===== src/sv/lpfp_pkg.sv =====
// shared types, constants and the crc-8 step for the length prefixed frame parser
// no dependencies
package lpfp_pkg;

  localparam int unsigned MaxPreambleBytes = 4;
  localparam int unsigned PreambleBound    = (MaxPreambleBytes < 4) ? MaxPreambleBytes : 4;

  localparam logic [31:0] PreamblePatternRst = 32'd0;
  localparam logic [2:0]  PreambleLengthRst  = 3'd4;
  localparam logic [15:0] MaxPayloadRst      = 16'd256;
  localparam logic [7:0]  CrcPolynomialRst   = 8'd7;

  localparam int unsigned CfgAddrWidth = 4;

  typedef enum logic [3:0] {
    PH_HUNT = 4'b0001,
    PH_LEN  = 4'b0010,
    PH_BODY = 4'b0100,
    PH_CHK  = 4'b1000
  } phase_e;

  typedef enum logic [1:0] {
    ST_INCOMPLETE = 2'd0,
    ST_CRC_GOOD   = 2'd1,
    ST_CRC_BAD    = 2'd2,
    ST_TOO_LONG   = 2'd3
  } status_e;

  typedef enum logic [1:0] {
    REG_PREAMBLE_PATTERN = 2'd0,
    REG_PREAMBLE_LENGTH  = 2'd1,
    REG_MAX_PAYLOAD      = 2'd2,
    REG_CRC_POLYNOMIAL   = 2'd3
  } reg_idx_e;

  typedef struct packed {
    logic [1:0]  status;
    logic        body_valid;
    logic [7:0]  body_byte;
    logic [15:0] body_index;
    logic [15:0] frame_length;
  } result_t;

  // one byte through the msb-first crc-8 register
  function automatic logic [7:0] crc8_update(input logic [7:0] crc, input logic [7:0] b,
                                             input logic [7:0] poly);
    logic [7:0] c;
    c = crc ^ b;
    for (int i = 0; i < 8; i++) begin
      if (c[7]) begin
        c = {c[6:0], 1'b0} ^ poly;
      end else begin
        c = {c[6:0], 1'b0};
      end
    end
    return c;
  endfunction

endpackage


===== src/sv/length_prefixed_frame_parser_crc8.sv =====
// length prefixed frame parser: preamble hunt, 16-bit length, body, crc-8 check byte
// depends on lpfp_pkg
//
// Usage: received bytes enter on the input channel (in_valid_i, in_stall_o, rx_byte_i),
// one word per byte. Every accepted byte yields exactly one result word on the output
// channel (out_valid_o, out_stall_i): status, body_valid, body_byte, body_index and
// frame_length. Status is 0 while a frame is incomplete, 1 or 2 on the check byte
// (crc good or bad) and 3 when the decoded length exceeds max_payload.
// Each result is registered in the output or skid register. While in_stall_o is low,
// throughput is one byte per cycle; the parser state and the crc are updated in the
// same cycle the byte is taken, with the crc-8 register stepped by combinational logic.
// When the receiver stalls, the output register holds its word and one more result
// goes to a skid register; in_stall_o rises only while the skid register is full.
// Reset returns the parser to the preamble hunt, clears its counters and crc and loads
// the register defaults (pattern 0, length 4, max payload 256, polynomial 0x07).
// Registers are written over the apb port at byte addresses 0, 4, 8 and 12.
module length_prefixed_frame_parser_crc8 (
  input  logic                             clk_i,
  input  logic                             rst_ni,
  input  logic                             in_valid_i,
  output logic                             in_stall_o,
  input  logic [7:0]                       rx_byte_i,
  output logic                             out_valid_o,
  input  logic                             out_stall_i,
  output logic [1:0]                       status_o,
  output logic                             body_valid_o,
  output logic [7:0]                       body_byte_o,
  output logic [15:0]                      body_index_o,
  output logic [15:0]                      frame_length_o,
  input  logic                             psel,
  input  logic                             penable,
  input  logic                             pwrite,
  input  logic [lpfp_pkg::CfgAddrWidth-1:0] paddr,
  input  logic [31:0]                      pwdata,
  output logic [31:0]                      prdata,
  output logic                             pready
);

  logic [31:0] preamble_pattern_q;
  logic [2:0]  preamble_length_q;
  logic [15:0] max_payload_q;
  logic [7:0]  crc_polynomial_q;

  lpfp_pkg::phase_e phase_q, phase_d;
  logic [15:0] byte_cnt_q, byte_cnt_d;
  logic [7:0]  len_low_q, len_low_d;
  logic [15:0] exp_len_q, exp_len_d;
  logic [7:0]  crc_q, crc_d;

  lpfp_pkg::result_t res;
  lpfp_pkg::result_t out_q, skid_q;
  logic out_valid_q, skid_valid_q;

  logic in_accept, out_take, cfg_write;
  lpfp_pkg::reg_idx_e cfg_idx;
  logic [2:0]  eff_len;
  logic [15:0] cnt_inc;
  logic [15:0] len_full;
  logic [7:0]  want_byte;

  assign in_accept = in_valid_i && !skid_valid_q;
  assign out_take  = out_valid_q && !out_stall_i;
  assign in_stall_o = skid_valid_q;

  // configuration port
  assign pready    = 1'b1;
  assign cfg_write = psel && penable && pwrite;
  assign cfg_idx   = lpfp_pkg::reg_idx_e'(paddr[3:2]);

  always_comb begin
    unique case (cfg_idx)
      lpfp_pkg::REG_PREAMBLE_PATTERN: prdata = preamble_pattern_q;
      lpfp_pkg::REG_PREAMBLE_LENGTH:  prdata = {29'd0, preamble_length_q};
      lpfp_pkg::REG_MAX_PAYLOAD:      prdata = {16'd0, max_payload_q};
      lpfp_pkg::REG_CRC_POLYNOMIAL:   prdata = {24'd0, crc_polynomial_q};
      default:                        prdata = 32'd0;
    endcase
  end

  always_ff @(posedge clk_i or negedge rst_ni) begin
    if (!rst_ni) begin
      preamble_pattern_q <= lpfp_pkg::PreamblePatternRst;
      preamble_length_q  <= lpfp_pkg::PreambleLengthRst;
      max_payload_q      <= lpfp_pkg::MaxPayloadRst;
      crc_polynomial_q   <= lpfp_pkg::CrcPolynomialRst;
    end else if (cfg_write) begin
      unique case (cfg_idx)
        lpfp_pkg::REG_PREAMBLE_PATTERN: preamble_pattern_q <= pwdata;
        lpfp_pkg::REG_PREAMBLE_LENGTH:  preamble_length_q  <= pwdata[2:0];
        lpfp_pkg::REG_MAX_PAYLOAD:      max_payload_q      <= pwdata[15:0];
        lpfp_pkg::REG_CRC_POLYNOMIAL:   crc_polynomial_q   <= pwdata[7:0];
        default: ;
      endcase
    end
  end

  // zero counts as one, anything above the bound saturates
  always_comb begin
    if (preamble_length_q == 3'd0) begin
      eff_len = 3'd1;
    end else if (preamble_length_q > 3'(lpfp_pkg::PreambleBound)) begin
      eff_len = 3'(lpfp_pkg::PreambleBound);
    end else begin
      eff_len = preamble_length_q;
    end
  end

  assign cnt_inc   = byte_cnt_q + 16'd1;
  assign len_full  = {rx_byte_i, len_low_q};
  assign want_byte = preamble_pattern_q[{byte_cnt_q[1:0], 3'b000} +: 8];

  always_comb begin
    phase_d   = phase_q;
    byte_cnt_d = byte_cnt_q;
    len_low_d = len_low_q;
    exp_len_d = exp_len_q;
    crc_d     = crc_q;
    res       = '0;
    unique case (phase_q)
      lpfp_pkg::PH_HUNT: begin
        // a mismatching byte is not retried as a first preamble byte
        if (rx_byte_i == want_byte) begin
          if (cnt_inc >= {13'd0, eff_len}) begin
            byte_cnt_d = 16'd0;
            phase_d    = lpfp_pkg::PH_LEN;
          end else begin
            byte_cnt_d = cnt_inc;
          end
        end else begin
          byte_cnt_d = 16'd0;
        end
      end
      lpfp_pkg::PH_LEN: begin
        if (byte_cnt_q == 16'd0) begin
          len_low_d  = rx_byte_i;
          byte_cnt_d = 16'd1;
        end else begin
          exp_len_d        = len_full;
          res.frame_length = len_full;
          byte_cnt_d       = 16'd0;
          if (len_full > max_payload_q) begin
            res.status = lpfp_pkg::ST_TOO_LONG;
            phase_d    = lpfp_pkg::PH_HUNT;
          end else begin
            crc_d = lpfp_pkg::crc8_update(
                      lpfp_pkg::crc8_update(8'd0, len_low_q, crc_polynomial_q),
                      rx_byte_i, crc_polynomial_q);
            phase_d = (len_full == 16'd0) ? lpfp_pkg::PH_CHK : lpfp_pkg::PH_BODY;
          end
        end
      end
      lpfp_pkg::PH_BODY: begin
        res.frame_length = exp_len_q;
        res.body_valid   = 1'b1;
        res.body_byte    = rx_byte_i;
        res.body_index   = byte_cnt_q;
        crc_d = lpfp_pkg::crc8_update(crc_q, rx_byte_i, crc_polynomial_q);
        if (cnt_inc >= exp_len_q) begin
          byte_cnt_d = 16'd0;
          phase_d    = lpfp_pkg::PH_CHK;
        end else begin
          byte_cnt_d = cnt_inc;
        end
      end
      lpfp_pkg::PH_CHK: begin
        res.frame_length = exp_len_q;
        res.status = (crc_q == rx_byte_i) ? lpfp_pkg::ST_CRC_GOOD : lpfp_pkg::ST_CRC_BAD;
        byte_cnt_d = 16'd0;
        phase_d    = lpfp_pkg::PH_HUNT;
      end
      default: begin
        phase_d    = lpfp_pkg::PH_HUNT;
        byte_cnt_d = 16'd0;
      end
    endcase
  end

  always_ff @(posedge clk_i or negedge rst_ni) begin
    if (!rst_ni) begin
      phase_q    <= lpfp_pkg::PH_HUNT;
      byte_cnt_q <= 16'd0;
      len_low_q  <= 8'd0;
      exp_len_q  <= 16'd0;
      crc_q      <= 8'd0;
    end else if (in_accept) begin
      phase_q    <= phase_d;
      byte_cnt_q <= byte_cnt_d;
      len_low_q  <= len_low_d;
      exp_len_q  <= exp_len_d;
      crc_q      <= crc_d;
    end
  end

  // output register with one skid word behind it
  always_ff @(posedge clk_i or negedge rst_ni) begin
    if (!rst_ni) begin
      out_valid_q  <= 1'b0;
      skid_valid_q <= 1'b0;
    end else begin
      if (skid_valid_q) begin
        if (out_take) begin
          skid_valid_q <= 1'b0;
        end
      end else if (in_accept) begin
        if (out_valid_q && out_stall_i) begin
          skid_valid_q <= 1'b1;
        end else begin
          out_valid_q <= 1'b1;
        end
      end else if (out_take) begin
        out_valid_q <= 1'b0;
      end
    end
  end

  always_ff @(posedge clk_i) begin
    if (skid_valid_q) begin
      if (out_take) begin
        out_q <= skid_q;
      end
    end else if (in_accept) begin
      if (out_valid_q && out_stall_i) begin
        skid_q <= res;
      end else begin
        out_q <= res;
      end
    end
  end

  assign out_valid_o    = out_valid_q;
  assign status_o       = out_q.status;
  assign body_valid_o   = out_q.body_valid;
  assign body_byte_o    = out_q.body_byte;
  assign body_index_o   = out_q.body_index;
  assign frame_length_o = out_q.frame_length;

endmodule

===== config.mk =====
export PLATFORM = sky130hd
export DESIGN_NAME = length_prefixed_frame_parser_crc8
export DESIGN_NICKNAME = d
export VERILOG_FILES = /design/src/sv/lpfp_pkg.sv /design/src/sv/length_prefixed_frame_parser_crc8.sv
export SDC_FILE = /design/constraint.sdc
export NUM_CORES = 1
export LEC_CHECK = 0
export ABC_CLOCK_PERIOD_IN_PS = 7960
export BUFFER_PORTS_ARGS = -buffer_cell sky130_fd_sc_hd__buf_2
export CORE_MARGIN = 3
export CORE_UTILIZATION = 30
export DETAILED_ROUTE_END_ITERATION = 12
export PLACE_DENSITY = 0.45
export REMOVE_ABC_BUFFERS = 1
export SYNTH_ARGS = -nofsm -noshare
export SYNTH_HDL_FRONTEND = slang
export SYNTH_SLANG_ARGS = --single-unit
export TNS_END_PERCENT = 100

===== constraint.sdc =====
create_clock -name clk_i -period 7.96 [get_ports clk_i]
set_input_delay 0.398 -clock clk_i [delete_from_list [all_inputs] [get_ports clk_i]]
set_output_delay 0.398 -clock clk_i [all_outputs]
set_load 0.02 [all_outputs]

After elaboration in Yosys (flattened, before gate mapping)

Index checks and enable logic that the tools add are counted.
W data, S select, Z words.

Flip-flop bits (word level): 199
Logic and storage cells: 210
Output and inout port bits: 78

Add/sub/neg operators: 1
Shift-type cells: 1
Bitwise operators: 28
Magnitude comparators: 4
Reduce and logical (&&, ||, !) cells: 26
Muxes and demuxes: 112
Equality and inequality tests: 17

Operator list:

| cell                    | count |
|---|---|
| $mux W8                 | 78 |
| $xor A8 B8 Y8           | 26 |
| $mux W43                | 4 |
| $pmux W32 S4            | 1 |
| $mux W16                | 4 |
| $pmux W16 S3            | 1 |
| $logic_not A16 Y1       | 2 |
| $pmux W16 S2            | 1 |
| $shiftx A32 B6 Y8       | 1 |
| $mux W25                | 1 |
| $mux W4                 | 6 |
| $add A16 B1 Y16 const B | 1 |
| $eq A8 B8 Y1            | 2 |
| $ge A16 B16 Y1          | 1 |
| $ge A16 B3 Y1           | 1 |
| $gt A16 B16 Y1          | 1 |
| $pmux W8 S2             | 1 |
| $reduce_and A3 Y1       | 5 |
| $ne A2 B2 Y1 const B    | 7 |
| $pmux W4 S3             | 1 |
| $mux W1                 | 8 |
| $reduce_and A2 Y1       | 4 |
| $mux W2                 | 3 |
| $mux W3                 | 2 |
| 18 further kinds        | 27 |

Logic depth before layout (Yosys ltp)

Word-level depth: 81
Depth in mapped cells: 26
Depth with buffers taken out: 24

Worst setup path before layout

Ideal clock, no wire load.

Path type: register -> register
Start: register len_low_q[6]
End: register crc_q[5]
Data arrival time: 6008 ps
Cell stages (with the launch flop): 24
Setup slack: 1831 ps
Path buffers: 1
Period minus slack after synthesis: 6129 ps
Cell sequence: dfrtp_1 -> buf_4 -> nand2b_4 -> o221a_2 -> xor2_2 -> mux2i_4 -> xor2_2 -> nand3_1 -> a21oi_2 -> xor3_2 -> mux2_4 -> a211oi_4 -> xor2_4 -> mux2i_1 -> xnor2_1 -> xnor2_1 -> o211ai_2 -> xnor2_2 -> mux2i_4 -> xor2_2 -> xor2_2 -> nor2_2 -> a221o_1 -> a32o_1

Cells in the longest elaborated chain, start to end: 78
Elaborated cells between the ends (all ways): 83
Classes of those cells: order compare: 1; eq/ne: 1; mux: 64; bitwise: 16; reduce/logical: 1

RTL lines:

| item                                     | RTL line                                                                           | RTL |
|---|---|---|
| start: declaration                       | length_prefixed_frame_parser_crc8.sv:46                                            | `logic [7:0] len_low_q, len_low_d;` |
| start signal: assignment                 | length_prefixed_frame_parser_crc8.sv:188                                           | `len_low_q <= len_low_d;` |
| $xor A8 B8 Y8                            | lpfp_pkg.sv:51                                                                     | `c = {c[6:0], 1'b0} ^ poly;` |
| $mux W8                                  | lpfp_pkg.sv:50                                                                     | `if (c[7]) begin` |
| $mux W8                                  | length_prefixed_frame_parser_crc8.sv:141                                           | `if (len_full > max_payload_q) begin` |
| $mux W8                                  | length_prefixed_frame_parser_crc8.sv:134                                           | `if (byte_cnt_q == 16'd0) begin` |
| $mux W8                                  | length_prefixed_frame_parser_crc8.sv:119                                           | `unique case (phase_q)` |
| $mux W8                                  | lpfp_pkg.sv:50                                                                     |  |
| $mux W8                                  | length_prefixed_frame_parser_crc8.sv:141                                           |  |
| $mux W8                                  | length_prefixed_frame_parser_crc8.sv:134                                           |  |
| (+62 left out)                           | -                                                                                  |  |
| $mux W8, on equally long branches        | length_prefixed_frame_parser_crc8.sv:141, lpfp_pkg.sv:50                           |  |
| $mux W8, on equally long branches        | length_prefixed_frame_parser_crc8.sv:134, length_prefixed_frame_parser_crc8.sv:141 |  |
| $mux W8, on equally long branches        | length_prefixed_frame_parser_crc8.sv:119, length_prefixed_frame_parser_crc8.sv:134 |  |
| $xor A8 B8 Y8 or $mux W8 (tied branches) | lpfp_pkg.sv:51, length_prefixed_frame_parser_crc8.sv:119                           |  |
| $mux W8                                  | lpfp_pkg.sv:50                                                                     |  |
| $mux W8                                  | length_prefixed_frame_parser_crc8.sv:141                                           |  |
| $mux W8                                  | length_prefixed_frame_parser_crc8.sv:134                                           |  |
| $pmux W8 S2                              | length_prefixed_frame_parser_crc8.sv:119                                           |  |
| end signal: assignment                   | length_prefixed_frame_parser_crc8.sv:190                                           | `crc_q <= crc_d;` |
| end: declaration                         | length_prefixed_frame_parser_crc8.sv:48                                            | `logic [7:0] crc_q, crc_d;` |

Several ways; a longest one is shown, not always the timed one. The select of a mux whose other input is x is not followed.
A chain may end at the register's enable or synchronous reset.

Worst setup path after layout

Start: register crc_polynomial_q[6]
End: register crc_q[5]

Cells in the longest elaborated chain, start to end: 79
Elaborated cells between the ends (all ways): 104
Classes of those cells: mux: 79; bitwise: 25

RTL lines:

| item                     | RTL line                                 | RTL |
|---|---|---|
| start: declaration       | length_prefixed_frame_parser_crc8.sv:42  | `logic [7:0] crc_polynomial_q;` |
| start signal: assignment | length_prefixed_frame_parser_crc8.sv:85  | `crc_polynomial_q <= lpfp_pkg::CrcPolynomialRst;` |
| start signal: assignment | length_prefixed_frame_parser_crc8.sv:91  | `lpfp_pkg::REG_CRC_POLYNOMIAL: crc_polynomial_q <= pwdata[7:0];` |
| $xor A8 B8 Y8            | lpfp_pkg.sv:51                           |  |
| $mux W8                  | lpfp_pkg.sv:50                           |  |
| $mux W8                  | length_prefixed_frame_parser_crc8.sv:141 |  |
| $mux W8                  | length_prefixed_frame_parser_crc8.sv:134 |  |
| $mux W8                  | length_prefixed_frame_parser_crc8.sv:119 |  |
| $xor A8 B8 Y8            | lpfp_pkg.sv:51                           |  |
| $mux W8                  | lpfp_pkg.sv:50                           |  |
| $mux W8                  | length_prefixed_frame_parser_crc8.sv:141 |  |
| (+63 left out)           | -                                        |  |
| $mux W8                  | length_prefixed_frame_parser_crc8.sv:141 |  |
| $mux W8                  | length_prefixed_frame_parser_crc8.sv:134 |  |
| $mux W8                  | length_prefixed_frame_parser_crc8.sv:119 |  |
| $xor A8 B8 Y8            | lpfp_pkg.sv:51                           |  |
| $mux W8                  | lpfp_pkg.sv:50                           |  |
| $mux W8                  | length_prefixed_frame_parser_crc8.sv:141 |  |
| $mux W8                  | length_prefixed_frame_parser_crc8.sv:134 |  |
| $pmux W8 S2 (*)          | length_prefixed_frame_parser_crc8.sv:119 |  |

Every way passes the cells marked *; elsewhere a longest branch is shown, timed or not. The select of a mux whose other input is x is not followed.

==> summary.md <==
| Metric | Value |
|---|---|
| Post-synth EDFFs | 86 |
| Vias in the first global route | 11800 |
| Drt pass-1 iters | 6 |
| DRT met1 WL | 22000 microns |
| Detail Route met2 WL | 20200 microns |
| Delay-heaviest family, CP | compound AO/OA/AOI/OAI gates |
| Cell with the largest stage delay on the worst path | dfrtp_1 |
| Initial antenna violation count | 1 |
| R2R Setup Slk | 0.60 ns |
| WS Path Type | reg -> reg |
| Setup Buffers After CTS | 0 |
| Die H | 228 microns |
| CTS tree | yes |
| Hold Fails Final Rpt | 0 |
| Syn Area/Cell | 9.67 sq um |
| Root buffer cell | clkbuf_16 |
| Post-DRT Antenna Nets | 0 |
| Synth unique cells | ~110 |
| Worst Skew | roughly 0.02 ns |
| Required time worst endpoint | 8.31 ns |
| Register Area | ~0.0054 sq mm |
| CTS HTree Levels | 4 |
| Peak fanout along the critical path | 13 |
| Setup Viol. Count Final | 0 |
| Die ar. | 0.0518 sq mm |
| Status | completed |
| Min Clock Period, post-route | 7.36 ns |
| GPL Wtd Cong | 0.813 |
| Mapped Area | approximately 0.015 sq mm |
| Met3 wire len | 1500 microns |
| Syn Inst Count | 1523 |
| Ys flop type | dfrtp_1 |
| Max Slew Vio Count | 0 |
| Initial Util | 30.6% |
| Max stage delay on crit path | around 0.67 ns |
| WL final | 44300 microns |
| Worst slew margin | between 20% and 30% |
| WP buf/inv | 0 |
| Crit. End Element | flop |
| Worst-path cell chain | nand3b_1 -> a211oi_2 -> o31a_1 -> nor3_1 -> o311ai_1 -> nand3_1 -> nand2_2 -> xor3_2 -> mux2_4 -> a211oi_4 -> xor2_4 -> nand3_1 -> a21oi_1 -> nor4_1 -> or4_4 -> a21oi_1 -> xnor3_1 -> xor2_2 -> xor2_2 -> nor2_2 -> a221o_1 -> a32o_1 |
| PnR worst setup slack | 0.596 ns |
| Register bit total from synthesis | 199 |
| Final instance area | ~0.017 sq mm |
| Placed cell count | 2250 |
| Worst Tran Pin Value | 1.17 ns |
| Async set-reset flop share out of synthesis | 56.8% |
| Placed Area | 0.0161 sq mm |
| Seq/Total Area, Yosys | 36.8% |
| Clock buffer count from CTS | 17 |
| Setup Slack @ Placement | 0.523 ns |
| Max Cap Viol | 0 |
| Core Area | roughly 0.048 sq mm |
| Filler Cell Count | 4933 |
| Total gr overflow | 0 |
| Fin cells | 2283 |
| Fmax | 136 MHz |
| Vias | 11800 |
| DR iter-0 viols | 993 |
| Via/cell ratio | between 5 and 6 |
| First-pass GRT wire length | 70600 microns |
| Final core occ | between 30% and 40% |
| Worst setup SP type | flop |
| Total inserted antenna cells | 0 |
| Layout cells sized above 1 | about a quarter |
| DR top layer | met5 |
| Largest net degree at the start of global routing | 65 |
| Rows | 80 |
| Later-pin clock latency in the skew report | 0.46 ns |
| Die X | 228 microns |
| All-layer global routing usage | 17.4% |
| Clk sinks | 199 |
| Routed WL per cell | between 15 and 20 microns |
| Clk buf depth | 2 |
| Critical Path AT | 7.71 ns |
| IO buf count | 125 |
| Top-Level Pins | 129 |
| Residual DRC | 0 |
| Area Overhead vs Synth | 13.9% |
| Layout net count | approximately 1700 |
| Type of the worst min-delay path | in -> reg |
| Crit share post-route | 92.5% |
| Footprint of the multi-input gates | 0.00871 sq mm |
| CTS clk-pin slew, worst paths | around 0.09 ns |
| HPWL after DPL | 31400 microns |
| Yosys warnings | 0 |
-- per-stage QoR --
step	TNS (ns)	hold WS [ns]
final	0	0.168
after global routing	-0.00536	0.159
after floorplan	0	0.102
after CTS	0	0.145
after global placement	0	0.483
after detailed placement	0	0.485
-- registers in the layout, summed over array words and instances, names as in the netlist --
register / cells
skid_q: 43
preamble_pattern_q: 32
body_index_o: 16
byte_cnt_q: 16
exp_len_q: 16
frame_length_o: 16
max_payload_q: 16
body_byte_o: 8
crc_polynomial_q: 8
crc_q: 8
len_low_q: 8
phase_q: 4
preamble_length_q: 3
status_o: 2
body_valid_o: 1
in_stall_o: 1
out_valid_o: 1
-- kinds of logic after synthesis --
| family | count (synthesis) | share of synthesized area [%] |
|---|---|---|
| AND/OR/NAND/NOR | 492 | 17.0 |
| AO/OA/AOI/OAI | 319 | 15.3 |
| flip-flops | 199 | 36.8 |
| XOR/XNOR | 166 | 11.3 |
| buffers and inverters | 162 | 4.42 |
| multiplexers | 147 | 12.1 |
| adder cells (fa/ha/maj) | 37 | 3.14 |
| other | 1 | 0.0255 |
-- what timing repair did --
| action | 4_1_cts | 5_1_grt |
|---|---|---|
| endpoints found under the setup margin | 0 | 8 |
| hold buffers | 1 | 0 |
| gates resized for setup | 0 | 5 |
| hold endpoints to repair | 34 | 0 |
-- worst paths after layout --
path | startpoint | end | cells after the start
setup / recovery | crc_polynomial_q[6]$_DFFE_PN0P_ | crc_q[5]$_DFFE_PN0P_ | 22
hold / removal | pwdata[12] | max_payload_q[12]$_DFFE_PN0P_ | 3
setup reg to reg | crc_polynomial_q[6]$_DFFE_PN0P_ | crc_q[5]$_DFFE_PN0P_ | 22
hold reg to reg | exp_len_q[6]$_DFFE_PN0P_ | exp_len_q[6]$_DFFE_PN0P_ | 2
max in group asynchronous | rst_ni | len_low_q[6]$_DFFE_PN0P_ | 3
min in group asynchronous | rst_ni | preamble_pattern_q[6]$_DFFE_PN0P_ | 2
-- layout by cell type, fill, tap and decap left out, types with 7 or more instances in the layout --
cell and instances:
nand3b_1 9, mux2i_1 26, a21oi_1 48, a211oi_1 16, nor3_1 26, nand2_1 186, nor2b_1 16, buf_4 50
o2111ai_1 7, xnor3_1 7, xor2_1 40, nand3_1 36, buf_2 124, o31ai_1 9, edfxtp_1 86, a22o_1 21
a21o_1 17, mux4_2 11, nor2_1 56, dfrtp_1 103, inv_1 56, ha_1 37, and2_1 44, and3_1 19
o211ai_1 13, mux2_2 106, nand2b_1 24, nand4_1 23, xnor2_1 108, clkbuf_16 17, nor4_1 12, o22ai_1 9
o21ai_0 85, o31a_1 7
-- synth_stat cells, types with 23 or more instances --
master | n | share of area (%)
nand2_1 | 186 | 4.7
xnor2_1 | 109 | 6.5
dfrtp_1 | 107 | 18
mux2_2 | 106 | 8.1
edfxtp_1 | 86 | 18
o21ai_0 | 85 | 2.9
clkbuf_1 | 82 | 2.1
inv_1 | 56 | 1.4
nor2_1 | 56 | 1.4
a21oi_1 | 49 | 1.7
and2_1 | 44 | 1.9
xor2_1 | 40 | 2.4
ha_1 | 37 | 3.1
nand3_1 | 36 | 1.2
nor3_1 | 29 | 0.99
mux2i_1 | 26 | 1.8
nand2b_1 | 24 | 1.0
nand4_1 | 23 | 0.98
-- worst min-delay path, delay by kind of cell --
kind                   cells  cell delay, ns
buffers and inverters      1            0.09
AO/OA/AOI/OAI              1            0.06
AND/OR/NAND/NOR            1            0.04
-- per-layer routing --
layer	global-route usage (%)	up-vias
li1	-	5684
met1	25.4	5818
met2	27.8	272
met3	2.02	37
met4	3.81	2
met5	0	-
-- cell type report --
class / count / area share, %
well taps: 656 / 4.89
inverters: 59 / 1.32
multi-input cells: 1162 / 51.9
flip-flops and latches: 199 / 32.3
repair buffers: 175 / 6.00
clock inverters: 15 / 1.01
clock buffers: 17 / 2.54
Power is left out: the tool's default activity adds up to more than one toggle a clock period on the data nets, which glitch-free logic cannot reach.
